## config.mk

```make
export PLATFORM = sky130hd
export DESIGN_NAME = usf_ctrl
export DESIGN_NICKNAME = d
export VERILOG_FILES = /design/src/rtl/usf_pkg.sv /design/src/rtl/usf_ctrl.sv
export SDC_FILE = /design/constraint.sdc
export NUM_CORES = 1
export LEC_CHECK = 0
export BUFFER_PORTS_ARGS = -buffer_cell sky130_fd_sc_hd__buf_2
export CAP_MARGIN = 20
export CELL_PAD_IN_SITES_DETAIL_PLACEMENT = 1
export CELL_PAD_IN_SITES_GLOBAL_PLACEMENT = 1
export CORE_AREA = 4 4 41 43
export DETAILED_ROUTE_END_ITERATION = 16
export DIE_AREA = 0 0 45 47
export GPL_ROUTABILITY_DRIVEN = 0
export PLACE_DENSITY_LB_ADDON = 0.1
export SYNTH_ARGS = -nofsm -noshare
export SYNTH_HDL_FRONTEND = slang
export SYNTH_SLANG_ARGS = --single-unit
export TNS_END_PERCENT = 20
```

## constraint.sdc

```tcl
create_clock -name clk -period 1 [get_ports clk]
set_input_delay 0.15 -clock clk [delete_from_list [all_inputs] [get_ports clk]]
set_output_delay 0.15 -clock clk [all_outputs]
set_load 0.03 [all_outputs]
```

## src/rtl/usf_pkg.sv

```systemverilog
package usf_pkg;

	localparam int SET_DEPTH_DEF = 64;

	localparam logic [1:0] OP_CLEAR = 2'd0;
	localparam logic [1:0] OP_SET   = 2'd1;
	localparam logic [1:0] OP_TEXT  = 2'd2;
	localparam logic [1:0] OP_NOP   = 2'd3;

	localparam logic [1:0] ERR_NONE      = 2'd0;
	localparam logic [1:0] ERR_MALFORMED = 2'd1;
	localparam logic [1:0] ERR_FULL      = 2'd2;

	typedef enum logic [2:0] {
		ST_IDLE,
		ST_DECODE,
		ST_SCAN,
		ST_EMIT
	} state_t;

	// Commands from the controller to the datapath.
	typedef struct packed {
		logic load;
		logic decode;
		logic scan_start;
		logic scan_step;
		logic emit_pop;
	} cmd_t;

	// Status from the datapath to the controller.
	typedef struct packed {
		logic need_scan;
		logic scan_done;
		logic emit_any;
		logic emit_last;
	} stat_t;

	// Bloom hash of a scalar.
	function automatic logic [7:0] bloom_hash(input logic [20:0] s);
		bloom_hash = s[7:0] ^ s[15:8] ^ {3'b000, s[20:16]};
	endfunction

endpackage

```

## src/rtl/usf_ctrl.sv

```systemverilog
module usf_ctrl (
	input  logic             clk,
	input  logic             arst_n,
	input  logic             start,
	output logic             busy,
	output usf_pkg::cmd_t    cmd,
	input  usf_pkg::stat_t   stat
);

	usf_pkg::state_t state_q, state_d;

	// State register.
	always_ff @(posedge clk or negedge arst_n) begin
		if (!arst_n) begin
			state_q <= usf_pkg::ST_IDLE;
		end else begin
			state_q <= state_d;
		end
	end

	// Next state.
	always_comb begin
		state_d = state_q;
		case (state_q)
			usf_pkg::ST_IDLE: begin
				if (start) state_d = usf_pkg::ST_DECODE;
			end
			usf_pkg::ST_DECODE: begin
				if (stat.need_scan) state_d = usf_pkg::ST_SCAN;
				else if (stat.emit_any) state_d = usf_pkg::ST_EMIT;
				else state_d = usf_pkg::ST_IDLE;
			end
			usf_pkg::ST_SCAN: begin
				if (stat.scan_done) begin
					state_d = stat.emit_any ? usf_pkg::ST_EMIT : usf_pkg::ST_IDLE;
				end
			end
			usf_pkg::ST_EMIT: begin
				if (stat.emit_last) state_d = usf_pkg::ST_IDLE;
			end
			default: state_d = usf_pkg::ST_IDLE;
		endcase
	end

	// Outputs.
	always_comb begin
		cmd = '0;
		busy = 1'b1;
		case (state_q)
			usf_pkg::ST_IDLE: begin
				busy = 1'b0;
				cmd.load = start;
			end
			usf_pkg::ST_DECODE: begin
				cmd.decode = 1'b1;
				cmd.scan_start = stat.need_scan;
			end
			usf_pkg::ST_SCAN: cmd.scan_step = 1'b1;
			usf_pkg::ST_EMIT: cmd.emit_pop = 1'b1;
			default: busy = 1'b1;
		endcase
	end

endmodule

```

==> reports/summary.md <==
The flow ran to the end, but the final reports show violations. The final reports fail on setup timing. The detailed-route DRC error count is 0, and the total routed wirelength is 655 um. Cells with a size suffix above 1 make up 70.7% of the layout. After legalization and detailed placement, the total HPWL measured 486 um. The design draws 1400 uW. For this run, the number of Yosys warnings is 0. The number of storage elements in the synthesis netlist was 2; the pin count of the biggest net entering global routing was 6. The smallest clock period supported by the final layout is computed as 1290 ps.

The synthesized area divided by synthesized cell count is 7.82 um^2, and the maximum number of buffers from clock root to sink is 2. First element of the critical path: state_q[0]. In this run the critical register-to-register path is launched from state_q[0]. The logs give 151 ps for the minimum hold slack and 1.05 mm for the wire length of the first global-routing pass.

The vertical extent of the die came out at 47 um. The number of different library cells in the post-synthesis netlist is 14. The number of synthesized flops with an enable pin came out at 0. In this run the critical register-to-register path is captured at state_q[1].

By area the synthesized netlist is led by sky130_fd_sc_hd__dfrtp_1 32%, sky130_fd_sc_hd__nand2b_1 8.0%, sky130_fd_sc_hd__nor2b_1 8.0%. Of all flip-flops after synthesis, the portion carrying an async set or reset was 100%. The initial antenna violation count is 0, and the number of antenna-violating nets in the routed design is 0. The post-detailed-route via-to-cell ratio is 3.98. The area growth from synthesis to layout is 138%, and the synthesized net count is 27. Type of element capturing the critical path: an output port. The register with the most flip-flops in the layout has 2 of them. By startpoint and endpoint, the worst setup path is classified as flip-flop to output port. The critical path ends at cmd[4].

The sequential-to-total area share from yosys stat is 32.0%. The via count of the first global-routing pass is 264. The worst-case setup margin in the final layout was -286 ps; the count of endpoints failing setup in the final report was 8.

For this run, the top clock speed supported by timing is 778 MHz. After detailed routing, the average wire length per cell comes to 11.7 um. The logs give -1450 ps for the setup TNS after final layout and 20 for the gate count after technology mapping.

For the maximum ir drop on the vdd rail, the log shows 1.13 mV. The overall via count from detail_route came out at 223. By instance count, the leading cell after synthesis is sky130_fd_sc_hd__inv_1. The tools report the setup slack on the worst flop-to-flop path as -130 ps. Across the routed clock network, the largest skew measured is 10.7 ps. Setup repair after global routing could not meet its margin everywhere. After filler insertion, the fill cell instance count of the layout stands at 166. For the violation count after the first detailed-routing iteration, the log shows 1. Across the run, the number of max-cap violations was 0. In this run the worst hold path is classified as primary input to flip-flop. Sorting the synthesized cells by how often they occur yields 3 x sky130_fd_sc_hd__inv_1, 2 x sky130_fd_sc_hd__dfrtp_1, 2 x sky130_fd_sc_hd__nand2b_1, 2 x sky130_fd_sc_hd__nor2_1, 2 x sky130_fd_sc_hd__nor2b_1. The total leakage power is 0.000189 uW.

During placement, the flow inserted port buffers numbering 12. Mapped cell area: 156 um^2. The count of pins on the block boundary is 13, and the net total in the final layout is 49. The type of element launching the critical path is a flip-flop. Of all cell types, the one taking the most synthesized area is sky130_fd_sc_hd__dfrtp_1. For the number of antenna cells inserted, the log shows 0. After clock tree synthesis, the clock-pin slew on the worst setup and hold paths is 40 ps.

TritonCTS created 3 clock buffers. Counting every sink on the clock net gives 2. For this configuration, the core starts out at a cell density of 12.0%. For the pin with the worst max-slew slack, the measured transition is 294 ps. For the worst setup path, the data arrival time is 1140 ps. Most frequently used flop master after synthesis: sky130_fd_sc_hd__dfrtp_1. Worst reg-to-reg path cell count: 4.

The total global routing overflow was 0; the cell count after placement was 49. The run gives 0 as the count of final max-slew check failures. The worst pin sits at a relative slew slack of 80.4%. The die outline area was 2120 um^2; the peak fanout along the critical path was 4. Total power density per cell area: 3740 nW/um^2. The register containing the most flip-flops in the final layout is state_q. From left edge to right edge, the die measures 45 um. The initialized floorplan defines 13 standard-cell rows. In the final layout, the registers with the most flip-flops are state_q x2.

The total area inside the core boundary comes to 1300 um^2. For the number of hold-slack violations in the final timing report, the log shows 0. Clock root buffer: sky130_fd_sc_hd__clkbuf_4. The worst-skew pair later-pin latency was 230 ps. The tools report the data required time of the critical path as 850 ps. TritonCTS built the clock tree. The number of levels in the clock H-tree was 1.

The share of the clock period used by the worst path came out at 129%. The all-layer global routing usage was 7.18%. The top-area cell type share of the netlist area is 32.0%.

The tools report the post-layout instance count excluding filler cells as 56. The run gives 4 as the count of TritonRoute iterations in the first routing pass.
layout by cell type, fill, tap and decap left out, drive strengths merged, types with 2 or more instances in the layout:
cell    count
buf        16
clkbuf      4
dfrtp       2
inv         4
nand2b      2
nor2        2
nor2b       2
layer usage:
metal	global-route usage [%]	vias to the layer above	part of all wire, %
met5	0	-	0
met4	5.26	0	0
met3	1.15	0	5.6
met2	12.7	9	53
met1	7.69	102	41
li1	-	112	-
how the worst min path moves through the flow:
stage	depth (start not counted)	startpoint	end	slack [ps]
after floorplan	0	arst_n	state_q[0]	-150
after detailed placement	1	arst_n	state_q[1]	-60
final	2	stat[2]	state_q[1]	150
after global placement	1	arst_n	state_q[1]	-60
after global routing	2	stat[2]	state_q[1]	150
after CTS	2	stat[2]	state_q[1]	140
worst max-delay path: stages (launching register included):
cell and delay [ps]:
sky130_fd_sc_hd__dfrtp_2 420, sky130_fd_sc_hd__or2_4 280, sky130_fd_sc_hd__nor2_4 80, sky130_fd_sc_hd__buf_6 130
stage by stage:
stage | setup slack (ps) | cell area, um^2 | utilization [%]
after floorplan | -130 | 183 | -
after global placement | -104 | 277 | 21.3
after detailed placement | -130 | 277 | 21.3
after CTS | -300 | 360 | 27.7
after global routing | -334 | 373 | 28.7
final | -286 | 373 | 28.7
cells by family after synthesis:
logic type,after synthesis,share of synthesized area (%)
simple gates,9,34.4
flops,2,32.0
buf+inv,4,9.60
compound gates,5,24.0
repair_timing:
action / in CTS / in global routing
resized for setup: 11 / 3
hold buffers: 1 / 0
hold endpoints to repair: 2 / 0
setup buffers: 2 / 0
pin swaps: 2 / 0
setup endpoints to repair: 8 / 8
where the power goes:
group | internal [uW] | switching (uW)
combinational | 488 | 505
sequential | 133 | 64.3
clock | 149 | 56.9
total | 770 | 626
area by class of cell:
| cell class | instances | area (um^2) | share of cell area, % |
|---|---|---|---|
| Clock buffer | 4 | 26.3 | 7.05 |
| Tap cell | 15 | 18.8 | 5.03 |
| Multi-Input combinational cell | 14 | 125 | 33.6 |
| Timing Repair Buffer | 17 | 135 | 36.2 |
| Inverter | 4 | 15.0 | 4.03 |
| Sequential cell | 2 | 52.6 | 14.1 |
Note: power is estimated with default switching activity, not from simulation.
